===== src/hdl/seven_segment_display_scanner_unit_macros.svh =====
// Assertion macros shared by the display scanner modules.
`ifndef SEVEN_SEGMENT_DISPLAY_SCANNER_UNIT_MACROS_SVH
`define SEVEN_SEGMENT_DISPLAY_SCANNER_UNIT_MACROS_SVH

// Checks that cons holds in the same cycle whenever ante holds.
`define SSDS_ASSERT_NOW(lbl, ante, cons, msg) \
  lbl: assert property (@(posedge clk) disable iff (!rst_n) (ante) |-> (cons)) \
    else $error(msg);

// Checks that cons holds in the cycle after ante holds.
`define SSDS_ASSERT_NEXT(lbl, ante, cons, msg) \
  lbl: assert property (@(posedge clk) disable iff (!rst_n) (ante) |=> (cons)) \
    else $error(msg);

`endif


===== src/hdl/ssds_pkg.sv =====
// Types, command codes and the character font for the display scanner.
`timescale 1ns / 1ps

package ssds_pkg;

  // Command codes of an input item.
  localparam logic [2:0] CMD_CHAR   = 3'd0;
  localparam logic [2:0] CMD_NUMBER = 3'd1;
  localparam logic [2:0] CMD_RAW    = 3'd2;
  localparam logic [2:0] CMD_MASK   = 3'd3;
  localparam logic [2:0] CMD_BLINK  = 3'd4;
  localparam logic [2:0] CMD_SCAN   = 3'd5;

  // Configuration register map.
  localparam int unsigned CFG_AW           = 2;
  localparam logic [CFG_AW-1:0] ADDR_BLINK_PERIOD = 2'd0;
  localparam logic [7:0]  BLINK_PERIOD_RST = 8'd20;

  // Character classes and font slots.
  localparam logic [7:0] ASCII_UPPER_A  = 8'd65;
  localparam logic [7:0] ASCII_UPPER_END = 8'd91;
  localparam logic [7:0] ASCII_LOWER_A  = 8'd97;
  localparam logic [7:0] ASCII_LOWER_END = 8'd123;
  localparam logic [7:0] ASCII_ZERO     = 8'd48;
  localparam logic [7:0] ASCII_DIGIT_END = 8'd58;
  localparam logic [7:0] ASCII_QUESTION = 8'd63;
  localparam logic [7:0] UPPER_OFFSET   = 8'd55;
  localparam logic [7:0] LOWER_OFFSET   = 8'd87;
  localparam logic [5:0] FONT_QUESTION  = 6'd36;
  localparam logic [5:0] FONT_BLANK     = 6'd37;
  localparam logic [7:0] SEG_BLANK      = 8'h00;

  localparam logic [7:0] FONT [38] = '{
    8'h3F, 8'h06, 8'h5B, 8'h4F, 8'h66, 8'h6D, 8'h7D, 8'h07, 8'h7F, 8'h67,
    8'h77, 8'h7C, 8'h39, 8'h5E, 8'h79, 8'h71, 8'h3D, 8'h76, 8'h11, 8'h0E,
    8'h75, 8'h38, 8'h55, 8'h54, 8'h5C, 8'h73, 8'h67, 8'h50, 8'h2D, 8'h78,
    8'h1C, 8'h2A, 8'h6A, 8'h49, 8'h6E, 8'h1B, 8'h53, 8'h00
  };

  typedef struct packed {
    logic [2:0] cmd;
    logic [2:0] position;
    logic [7:0] value;
  } in_item_t;

  typedef struct packed {
    logic [7:0] row_drive;
    logic [7:0] column_drive;
  } out_item_t;

  // Commands from the controller to the datapath.
  typedef struct packed {
    logic       load;
    logic       exec;
    logic       num_wr;
    logic [1:0] num_sel;
  } ssds_ctl_t;

  // Status from the datapath to the controller.
  typedef struct packed {
    logic is_number;
  } ssds_sts_t;

  // Segment pattern of a decimal digit.
  function automatic logic [7:0] digit_glyph(input logic [3:0] d);
    return FONT[6'(d)];
  endfunction

  // Segment pattern of an ASCII code; unknown codes are blank.
  function automatic logic [7:0] glyph_of(input logic [7:0] c);
    logic [5:0] k;
    if (c >= ASCII_UPPER_A && c < ASCII_UPPER_END) begin
      k = 6'(c - UPPER_OFFSET);
    end else if (c >= ASCII_LOWER_A && c < ASCII_LOWER_END) begin
      k = 6'(c - LOWER_OFFSET);
    end else if (c >= ASCII_ZERO && c < ASCII_DIGIT_END) begin
      k = 6'(c - ASCII_ZERO);
    end else if (c == ASCII_QUESTION) begin
      k = FONT_QUESTION;
    end else begin
      k = FONT_BLANK;
    end
    return FONT[k];
  endfunction

endpackage


===== src/hdl/ssds_ctrl.sv =====
// Command sequencer of the display scanner.
`timescale 1ns / 1ps
`include "seven_segment_display_scanner_unit_macros.svh"

module ssds_ctrl
  import ssds_pkg::*;
(
  input  logic      clk,
  input  logic      rst_n,
  input  logic      start,
  output logic      busy,
  input  ssds_sts_t sts,
  output ssds_ctl_t ctl
);

  typedef enum logic [2:0] {
    S_IDLE = 3'b001,
    S_EXEC = 3'b010,
    S_NUM  = 3'b100
  } state_t;

  state_t     state_r, state_nxt;
  logic [1:0] num_cnt_r, num_cnt_nxt;

  assign busy = (state_r != S_IDLE);

  // Next state and datapath commands.
  always_comb begin
    state_nxt   = state_r;
    num_cnt_nxt = num_cnt_r;
    ctl         = '0;
    unique case (state_r)
      S_IDLE: begin
        if (start) begin
          ctl.load  = 1'b1;
          state_nxt = S_EXEC;
        end
      end
      S_EXEC: begin
        ctl.exec = 1'b1;
        if (sts.is_number) begin
          num_cnt_nxt = 2'd0;
          state_nxt   = S_NUM;
        end else begin
          state_nxt = S_IDLE;
        end
      end
      S_NUM: begin
        ctl.num_wr  = 1'b1;
        ctl.num_sel = num_cnt_r;
        num_cnt_nxt = num_cnt_r + 2'd1;
        if (num_cnt_r == 2'd3) begin
          state_nxt = S_IDLE;
        end
      end
      default: begin
        state_nxt = S_IDLE;
      end
    endcase
  end

  // State registers.
  always_ff @(posedge clk) begin
    if (!rst_n) begin
      state_r   <= S_IDLE;
      num_cnt_r <= 2'd0;
    end else begin
      state_r   <= state_nxt;
      num_cnt_r <= num_cnt_nxt;
    end
  end

  `SSDS_ASSERT_NEXT(a_accept_exec, start && !busy, state_r == S_EXEC, "accepted item not executed")
  `SSDS_ASSERT_NEXT(a_plain_done, state_r == S_EXEC && !sts.is_number, !busy, "single step overran")
  `SSDS_ASSERT_NEXT(a_num_done, state_r == S_NUM && num_cnt_r == 2'd3, !busy, "number write overran")

endmodule


===== src/hdl/ssds_datapath.sv =====
// Segment buffer, blink state, scan index and result register.
`timescale 1ns / 1ps
`include "seven_segment_display_scanner_unit_macros.svh"

module ssds_datapath
  import ssds_pkg::*;
#(
  parameter int DIGITS = 8
) (
  input  logic       clk,
  input  logic       rst_n,
  input  in_item_t   in_item,
  input  ssds_ctl_t  ctl,
  input  logic [7:0] blink_period,
  output ssds_sts_t  sts,
  output logic       out_valid,
  output out_item_t  out_item
);

  localparam int IW = (DIGITS > 1) ? $clog2(DIGITS) : 1;

  in_item_t         item_r;
  logic [7:0]       seg_r   [DIGITS];
  logic [7:0]       mask_r  [DIGITS];
  logic [7:0]       numg_r  [4];
  logic             phase_r, phase_nxt;
  logic [7:0]       count_r, count_nxt;
  logic [IW-1:0]    scan_r, scan_nxt;
  logic             out_valid_r;
  out_item_t        out_item_r;

  logic             seg_we, mask_we;
  logic [3:0]       wr_pos;
  logic [7:0]       seg_wdata;
  logic             pos_ok;
  logic [1:0]       hund;
  logic [6:0]       rem;
  logic [14:0]      tens_prod;
  logic [3:0]       tens, units;
  logic [7:0]       hide;
  logic             do_scan;

  assign sts.is_number = (item_r.cmd == CMD_NUMBER);
  assign out_valid     = out_valid_r;
  assign out_item      = out_item_r;
  assign do_scan       = ctl.exec && (item_r.cmd == CMD_SCAN);

  // Decimal split: compare for hundreds, reciprocal multiply for tens.
  always_comb begin
    if (item_r.value >= 8'd200) begin
      hund = 2'd2;
      rem  = 7'(item_r.value - 8'd200);
    end else if (item_r.value >= 8'd100) begin
      hund = 2'd1;
      rem  = 7'(item_r.value - 8'd100);
    end else begin
      hund = 2'd0;
      rem  = 7'(item_r.value);
    end
    tens_prod = 15'(rem) * 15'd205;
    tens      = tens_prod[14:11];
    units     = 4'(rem - 7'({tens, 3'b000} + {2'b00, tens, 1'b0}));
  end

  // Single write port into the segment and mask buffers.
  always_comb begin
    seg_we    = 1'b0;
    mask_we   = 1'b0;
    wr_pos    = {1'b0, item_r.position};
    seg_wdata = item_r.value;
    if (ctl.num_wr) begin
      seg_we    = 1'b1;
      wr_pos    = {1'b0, item_r.position} + {2'b00, ctl.num_sel};
      seg_wdata = numg_r[ctl.num_sel];
    end else if (ctl.exec) begin
      case (item_r.cmd)
        CMD_CHAR: begin
          seg_we    = 1'b1;
          seg_wdata = glyph_of(item_r.value);
        end
        CMD_RAW:  seg_we  = 1'b1;
        CMD_MASK: mask_we = 1'b1;
        default: begin
          seg_we = 1'b0;
        end
      endcase
    end
    pos_ok = (wr_pos < 4'(DIGITS));
  end

  // Blink counter and scan index updates.
  always_comb begin
    count_nxt = count_r;
    phase_nxt = phase_r;
    scan_nxt  = scan_r;
    if (ctl.exec && item_r.cmd == CMD_BLINK) begin
      count_nxt = count_r + 8'd1;
      if (count_nxt > blink_period) begin
        count_nxt = 8'd0;
        phase_nxt = ~phase_r;
      end
    end
    if (do_scan) begin
      scan_nxt = (scan_r == IW'(DIGITS - 1)) ? '0 : scan_r + IW'(1);
    end
    hide = phase_r ? mask_r[scan_r] : 8'h00;
  end

  // Latched item, number glyphs and scan output word.
  always_ff @(posedge clk) begin
    if (ctl.load) begin
      item_r <= in_item;
    end
    if (ctl.exec && sts.is_number) begin
      numg_r[0] <= SEG_BLANK;
      numg_r[1] <= (hund == 2'd0) ? SEG_BLANK : digit_glyph({2'b00, hund});
      numg_r[2] <= (tens != 4'd0) ? digit_glyph(tens) :
                   ((hund != 2'd0) ? digit_glyph(4'd0) : SEG_BLANK);
      numg_r[3] <= digit_glyph(units);
    end
    if (do_scan) begin
      out_item_r.row_drive    <= ~(8'd1 << scan_r);
      out_item_r.column_drive <= seg_r[scan_r] & ~hide;
    end
  end

  // Display state.
  always_ff @(posedge clk) begin
    if (!rst_n) begin
      for (int i = 0; i < DIGITS; i++) begin
        seg_r[i]  <= 8'h00;
        mask_r[i] <= 8'h00;
      end
      phase_r     <= 1'b0;
      count_r     <= 8'd0;
      scan_r      <= '0;
      out_valid_r <= 1'b0;
    end else begin
      if (seg_we && pos_ok) begin
        seg_r[wr_pos[IW-1:0]] <= seg_wdata;
      end
      if (mask_we && pos_ok) begin
        mask_r[wr_pos[IW-1:0]] <= item_r.value;
      end
      phase_r     <= phase_nxt;
      count_r     <= count_nxt;
      scan_r      <= scan_nxt;
      out_valid_r <= do_scan;
    end
  end

  `SSDS_ASSERT_NOW(a_scan_range, 1'b1, scan_r < IW'(DIGITS - 1) || scan_r == IW'(DIGITS - 1), "scan index out of range")
  `SSDS_ASSERT_NEXT(a_strobe_src, do_scan, out_valid_r, "scan tick gave no result")
  `SSDS_ASSERT_NOW(a_row_single, out_valid_r, $countones(out_item_r.row_drive) == 7, "row word not one-cold")

endmodule


===== src/hdl/seven_segment_display_scanner_unit.sv =====
// Top level of the multiplexed seven-segment display scanner.
// busy is high while an item is at work: it is latched and run in the EXEC state,
// and a scan tick's result is registered; a new item waits until the last is done.
// A number write puts one digit per cycle through the single buffer write port.
// Results appear for one cycle on out_valid; the receiver cannot stall.
// Reset (rst_n, synchronous) clears buffers, masks, blink state, scan index
// and returns blink_period to 20.
`timescale 1ns / 1ps

module seven_segment_display_scanner_unit
  import ssds_pkg::*;
#(
  parameter int DIGITS = 8
) (
  input  logic              clk,
  input  logic              rst_n,
  input  logic              start,
  output logic              busy,
  input  in_item_t          in_item,
  output logic              out_valid,
  output out_item_t         out_item,
  input  logic              psel,
  input  logic              penable,
  input  logic              pwrite,
  input  logic [CFG_AW-1:0] paddr,
  input  logic [31:0]       pwdata,
  output logic [31:0]       prdata,
  output logic              pready
);

  ssds_ctl_t  ctl;
  ssds_sts_t  sts;
  logic [7:0] blink_period_r;

  assign pready = 1'b1;

  // Configuration register write and read-back.
  always_ff @(posedge clk) begin
    if (!rst_n) begin
      blink_period_r <= BLINK_PERIOD_RST;
    end else if (psel && penable && pwrite && paddr == ADDR_BLINK_PERIOD) begin
      blink_period_r <= pwdata[7:0];
    end
  end

  assign prdata = (paddr == ADDR_BLINK_PERIOD) ? {24'd0, blink_period_r} : 32'd0;

  ssds_ctrl u_ctrl (
    .clk   (clk),
    .rst_n (rst_n),
    .start (start),
    .busy  (busy),
    .sts   (sts),
    .ctl   (ctl)
  );

  ssds_datapath #(
    .DIGITS (DIGITS)
  ) u_datapath (
    .clk          (clk),
    .rst_n        (rst_n),
    .in_item      (in_item),
    .ctl          (ctl),
    .blink_period (blink_period_r),
    .sts          (sts),
    .out_valid    (out_valid),
    .out_item     (out_item)
  );

endmodule


===== config.mk =====
export PLATFORM = sky130hd
export DESIGN_NAME = seven_segment_display_scanner_unit
export DESIGN_NICKNAME = d
export VERILOG_FILES = /design/src/hdl/ssds_pkg.sv /design/src/hdl/ssds_ctrl.sv /design/src/hdl/ssds_datapath.sv /design/src/hdl/seven_segment_display_scanner_unit.sv
export VERILOG_INCLUDE_DIRS = /design/src /design/src/hdl
export SDC_FILE = /design/constraint.sdc
export NUM_CORES = 1
export LEC_CHECK = 0
export ABC_AREA = 1
export BUFFER_PORTS_ARGS = -buffer_cell sky130_fd_sc_hd__buf_4
export CAP_MARGIN = 15
export CORE_ASPECT_RATIO = 1.4
export CORE_MARGIN = 8
export CORE_UTILIZATION = 36
export DETAILED_ROUTE_END_ITERATION = 8
export MAX_ROUTING_LAYER = met4
export SLEW_MARGIN = 20
export SYNTH_ARGS = -nofsm -noshare
export SYNTH_HDL_FRONTEND = slang
export SYNTH_SLANG_ARGS = --single-unit

===== constraint.sdc =====
create_clock -name clk -period 6.3 [get_ports clk]
set_input_delay 0.315 -clock clk [delete_from_list [all_inputs] [get_ports clk]]
set_output_delay 0.315 -clock clk [all_outputs]
set_load 0.005 [all_outputs]

== Word level (Yosys, flattened, before mapping) ==
Memories as Yosys holds them, arrays and structs flattened. A register that Yosys moved wholly into a read port is not among the register bits.
Index checks and enable logic that the tools add are counted.
Operators by class
  $mul: 1
  bitwise logic cells: 8
  add/subtract/negate cells: 11
  order comparisons: 14
  shifts and indexed selects: 1
  reductions and logical operators: 23
  equality and inequality tests: 15
  multiplexer cells: 65
Operators with widths (count)
  $mux 8: 18
  $mux 6: 7
  $mux 3: 11
  $ge 7x7->1 const B: 4
  $ge 8x7->1 const B: 3
  $mux 1: 22
  $lt 8x7->1 const B: 2
  $not 8->8: 2
  $reduce_or 8->1: 2
  $mul 7x8->15 const B: 1
  $mux 7: 2
  $not 4->7: 2
  $sub 7x7->7 const B: 2
  $eq 3x3->1 const B: 4
  $sub 6x6->6 const B: 2
  $logic_and 1x1->1: 11
  $eq 3x2->1 const B: 3
  $pmux 3 s3: 1
  $add 8x1->8 const B: 1
  $and 8x8->8: 1
  $eq 8x6->1 const B: 1
  $ge 8x6->1 const B: 1
  $ge 8x8->1 const B: 1
  $gt 8x8->1: 1
  26 further kinds: 33
Storage, ports and cells
  memories kept: 7
  output and inout port bits: 51
  memory bits (read-only): 2048
  logic and storage cells: 157
  flip-flop bits (word level): 56
  bits in writable memories: 160
  bits of input ports: 54
Memory list
  (name not given): words 64, width 8, rd ports 1, clocked after memory_dff 0, write ports 0, RTL line ssds_pkg.sv:83  | return FONT[k];
  (name not given): words 64, width 8, rd ports 1, clocked after memory_dff 0, write ports 0, RTL line ssds_pkg.sv:66  | return FONT[6'(d)];
  (name not given): words 64, width 8, rd ports 1, clocked after memory_dff 0, write ports 0, RTL line ssds_pkg.sv:66
  (name not given): words 64, width 8, rd ports 1, clocked after memory_dff 0, write ports 0, RTL line ssds_pkg.sv:66
  u_datapath.mask_r: words 8, width 8, rd ports 1, clocked after memory_dff 1, write ports 8, RTL line ssds_datapath.sv:24  | logic [7:0] mask_r [DIGITS];
  u_datapath.seg_r: words 8, width 8, rd ports 1, clocked after memory_dff 1, write ports 8, RTL line ssds_datapath.sv:23  | logic [7:0] seg_r [DIGITS];
  +1 memories

== Logic depth before layout (Yosys ltp) ==
  word-level depth: 16
  gate-level depth with buffers: 35
  depth with buffers taken out: 34

== Hierarchy ==
A second synthesis with hierarchy kept.
Second synthesis, totals
  cell total of the unflattened synthesis: 1392
  area, all modules: 12354.3 µm²
Modules (own cells, without submodules)
  ssds_datapath: seq. area each 5665.4 µm², cells each 1259, instances 1, area an instance 11463.5 µm²
  seven_segment_display_scanner_unit: seq. area each 160.2 µm², cells each 98, instances 1, area an instance 643.1 µm²
  ssds_ctrl: seq. area each 100.1 µm², cells each 35, instances 1, area an instance 247.7 µm²

== Worst setup path after synthesis ==
Ideal clock, no wire load.
  kind: flip-flop to flip-flop
  start point: register u_datapath.item_r[0] (netlist bit)
  end point: memory u_datapath.numg_r[3][6], data pin
  clock period less this slack: 6417 ps
  library setup time: 253 ps
  slack: -117 ps
  buffers on the path: 1
  data required time: 6047 ps
  stages on the path, launching flop included: 34
  arrival: 6164 ps
  cell sequence: edfxtp_1 > inv_1 > clkbuf_1 > ha_1 > nand2_1 > nand2_1 > nand3_2 > nand2_4 > nand2_2 > o22ai_1 > xor2_1 > inv_1 > ha_1 > fa_1 > ha_1 > inv_1 > fa_1 > inv_1 > ha_1 > a21oi_1 > o21ai_0 > a221oi_1 > nand2_1 > xor2_2 > inv_2 > ha_1 > inv_1 > or2_2 > nand2_1 > clkinv_1 > nand2_1 > o21ai_0 > nand3_1 > nand2_1
RTL lines
  start, declared: RTL line ssds_datapath.sv:22  | in_item_t item_r;
  start signal, assigned: RTL line ssds_datapath.sv:112  | item_r <= in_item;
  end, declared: RTL line ssds_datapath.sv:25  | logic [7:0] numg_r [4];

==> load_flow_metrics.sql <==
INSERT INTO impl_metrics (metric_group, metric, value, unit) VALUES
('critical_path', 'worstPathRequired', '6.68', 'ns'),
('power_and_ir_drop', 'p_per_area', '378', 'mW/mm^2'),
('routing', 'top_layer', 'met4', ''),
('floorplanning', 'die-area', '0.0401', 'mm^2'),
('logic_synthesis', 'ys_types', '48', ''),
('timing', 'max_freq', '167', 'MHz'),
('logic_synthesis', 'synth_warnings', '0', ''),
('placed_design', 'place_worst_setup_slack', '0.0639', 'ns'),
('logic_synthesis', 'netlist_top_cells_area', 'sky130_fd_sc_hd__edfxtp_1, sky130_fd_sc_hd__ha_1, sky130_fd_sc_hd__nand2_1', ''),
('layout', 'num-fill-cells', '3279', ''),
('power_and_ir_drop', 'combinationalPowerShare', '45.6', '%'),
('floorplanning', 'rows', '79', ''),
('floorplanning', 'floorplan.io_pins', '105', ''),
('power_and_ir_drop', 'switching_share_of_total_power', '38.6', '%'),
('timing', 'timing.final.crit_period', '6.00', 'ns'),
('critical_path', 'setup.worst_path.end_class', 'flop', ''),
('outcome', 'run_status', 'completed', ''),
('critical_path', 'crit_path_max_incr_delay', '0.49', 'ns'),
('timing', 'worst-slew-pin-transition', '1.04', 'ns'),
('critical_path', 'setup_crit_path_kind', 'flop to flop', ''),
('timing', 'timing.final.ws_setup', '0.301', 'ns'),
('grt', 'grt-ovfl-total', '0', ''),
('grt', 'largest_net_degree_at_the_start_of_global_routing', '66', ''),
('clock_network', 'cts_buffer_depth', '3', ''),
('logic_synthesis', 'synth_area', '0.0122', 'mm^2'),
('power_and_ir_drop', 'pwr-share-clk', '24.1', '%'),
('timing', 'final_hold_viol_count', '0', ''),
('routing', 'via_count', '9709', ''),
('timing', 'worst_clock_skew', '0.0141', 'ns'),
('logic_synthesis', 'yosys_most_used_dff', 'sky130_fd_sc_hd__edfxtp_1', ''),
('routing', 'drc', '0', ''),
('floorplanning', 'dieHeight', '234', 'um'),
('routing', 'firstDrtPassIters', '5', ''),
('critical_path', 'crit_path_top_delay_cell', 'sky130_fd_sc_hd__fa_1', ''),
('routing', 'initialDrtViolationCount', '503', ''),
('logic_synthesis', 'ffs_latches_synth', '206', ''),
('routing', 'drt_wl_total', '31100', 'um'),
('timing', 'setup_violations', '0', ''),
('power_and_ir_drop', 'power_after_layout', '5380', 'uW'),
('grt', 'grtUsageTotal', '15.7', '%'),
('power_and_ir_drop', 'leakagePower', '0.00603', 'uW'),
('layout', 'design.final.nets', '1599', ''),
('layout', 'insertedDiodeCount', '0', ''),
('layout', 'multi_input_gate_area', '0.00566', 'mm^2'),
('clock_network', 'clkLatencyLatePin', '0.52', 'ns'),
('clock_network', 'cts_buffers', '22', ''),
('layout', 'area.sequential', '0.00590', 'mm^2'),
('clock_network', 'cts.clk_slew.worst_paths', '0.06', 'ns'),
('power_and_ir_drop', 'sequentialPowerShare', '30.3', '%'),
('critical_path', 'worst_ep_arrival_time', '6.38', 'ns'),
('job', 'max-cap-violations', '0', ''),
('logic_synthesis', 'synth.top_cell.area_share', '43.6', '%'),
('power_and_ir_drop', 'netSwitchingPower', '2080', 'uW'),
('timing', 'max_slew_margin', '29.9', '%'),
('timing', 'finalCritPeriodShare', '95.2', '%'),
('logic_synthesis', 'syn_inst', '1350', ''),
('placed_design', 'finalWeightedCongestion', '0.893', ''),
('placed_design', 'detailedPlacementHpwl', '22500', 'um'),
('logic_synthesis', 'post_synthesis_cell_type_with_the_largest_combined_area', 'sky130_fd_sc_hd__edfxtp_1', ''),
('layout', 'area_growth', '16.7', '%'),
('clock_network', 'root_buffer_cell', 'sky130_fd_sc_hd__clkbuf_16', ''),
('grt', 'grt_pass1_wl', '49000', 'um'),
('floorplanning', 'die-width', '172', 'um'),
('logic_synthesis', 'postSynthAreaPerCell', '9.03', 'um^2'),
('placed_design', 'numPortBuffers', '55', ''),
('min_path', 'worst_hold_path_type', 'primary input to flop', ''),
('logic_synthesis', 'synth_enable_flop_cells', '177', ''),
('clock_network', 'htreeDepth', '1', ''),
('routing', 'route.met2.wl', '17000', 'um'),
('logic_synthesis', 'ys_seq_area_share', '48.4', '%'),
('critical_path', 'peak_fanout_along_the_critical_path', '7', '');
-- layout make-up --
cell class	instances	share of cell area, %
Clock buffer	29	4.58
Timing Repair Buffer	115	6.36
Sequential cell	206	41.5
Multi-Input combinational cell	975	39.8
Inverter	127	3.41
Tap cell	445	3.92
Clock inverter	10	0.466
-- critical path: cells and delay by family (launching register included) --
family	cells	cell delay, ns
AND/OR/NAND/NOR	7	0.95
adder cells (fa/ha/maj)	7	2.24
XOR/XNOR	2	0.46
AO/OA/AOI/OAI	6	0.84
flip-flops	1	0.44
buffers and inverters	9	0.91
-- logic make-up after synthesis --
family          count (synthesis)  share of synthesized area [%]
fa+ha+maj                      98                           10.6
compound gates                278                           12.9
other cells                     2                         0.0616
xor+xnor                       19                           1.43
buf+inv                       193                           6.85
flops                         206                           48.4
simple gates                  554                           19.7
-- what timing repair did --
item | CTS | global route
gates resized for setup | 0 | 30
hold buffers | 15 | 0
setup endpoints to repair | 0 | 7
buffers inserted | 0 | 15
hold endpoints to repair | 15 | 0
-- path summary, 6_finish.rpt --
| check | from | endpoint | slack, ns | cells past startpoint |
|---|---|---|---|---|
| setup / recovery | u_datapath.item_r[4] | u_datapath.numg_r[3][3] | 0.30 | 31 |
| setup reg to reg | u_datapath.item_r[4] | u_datapath.numg_r[3][3] | 0.30 | 31 |
| hold / removal | pwdata[4] | blink_period_r[4] | 0.02 | 3 |
| hold reg to reg | u_datapath.count_r[7] | u_datapath.count_r[7] | 0.48 | 2 |
-- metrics by stage --
step | util [%] | cell area [um^2] | setup TNS [ns] | cells | hold WS (ns)
floorplan | - | 12300 | 0 | 1374 | 0.414
CTS | 42.0 | 14000 | 0 | 1892 | 0.00136
global route | 42.7 | 14200 | -0.364 | 1907 | 0.0468
detailed placement | 39.4 | 13100 | 0 | 1838 | 0.475
global placement | 39.4 | 13100 | 0 | 1838 | 0.465
finish | 42.7 | 14200 | 0 | 1907 | 0.0192
-- power groups by stage --
stage	Combinational [uW]	Clock (uW)	Sequential, uW
floorplan	1770	0	1660
global placement	2190	0	1660
detailed placement	2220	0	1660
CTS	2240	1310	1630
global route	2800	1360	1630
finish	2450	1290	1630
-- layer usage --
| metal | global-route usage (%) | vias up |
|---|---|---|
| li1 | - | 4768 |
| met1 | 16.1 | 4606 |
| met2 | 29.4 | 252 |
| met3 | 1.39 | 83 |
| met4 | 7.85 | 0 |
| met5 | - | - |
-- state kept, by name (all words and copies together) (netlist names), 2 cells and up, named ones only --
name,flops
blink_period_r,8
u_ctrl.num_cnt_r,2
u_ctrl.state_r,3
u_datapath.count_r,8
u_datapath.item_r,14
u_datapath.mask_r,64
u_datapath.numg_r,19
u_datapath.out_item,16
u_datapath.scan_r,3
u_datapath.seg_r,64
-- layout by cell type, fill, tap and decap left out, drive strengths merged, types with 9 or more instances in the layout --
cell type	count
clkbuf	29
dlygate4sd3	15
ha	89
a21oi	140
nor3	11
xor2	14
conb	26
o22ai	17
o211ai	10
dfxtp	29
a221oi	17
edfxtp	177
nor2	181
fa	9
nand3	69
o21ai	71
buf	100
inv	126
clkinv	9
nand2	276
Note: power is estimated with default switching activity, not from simulation.
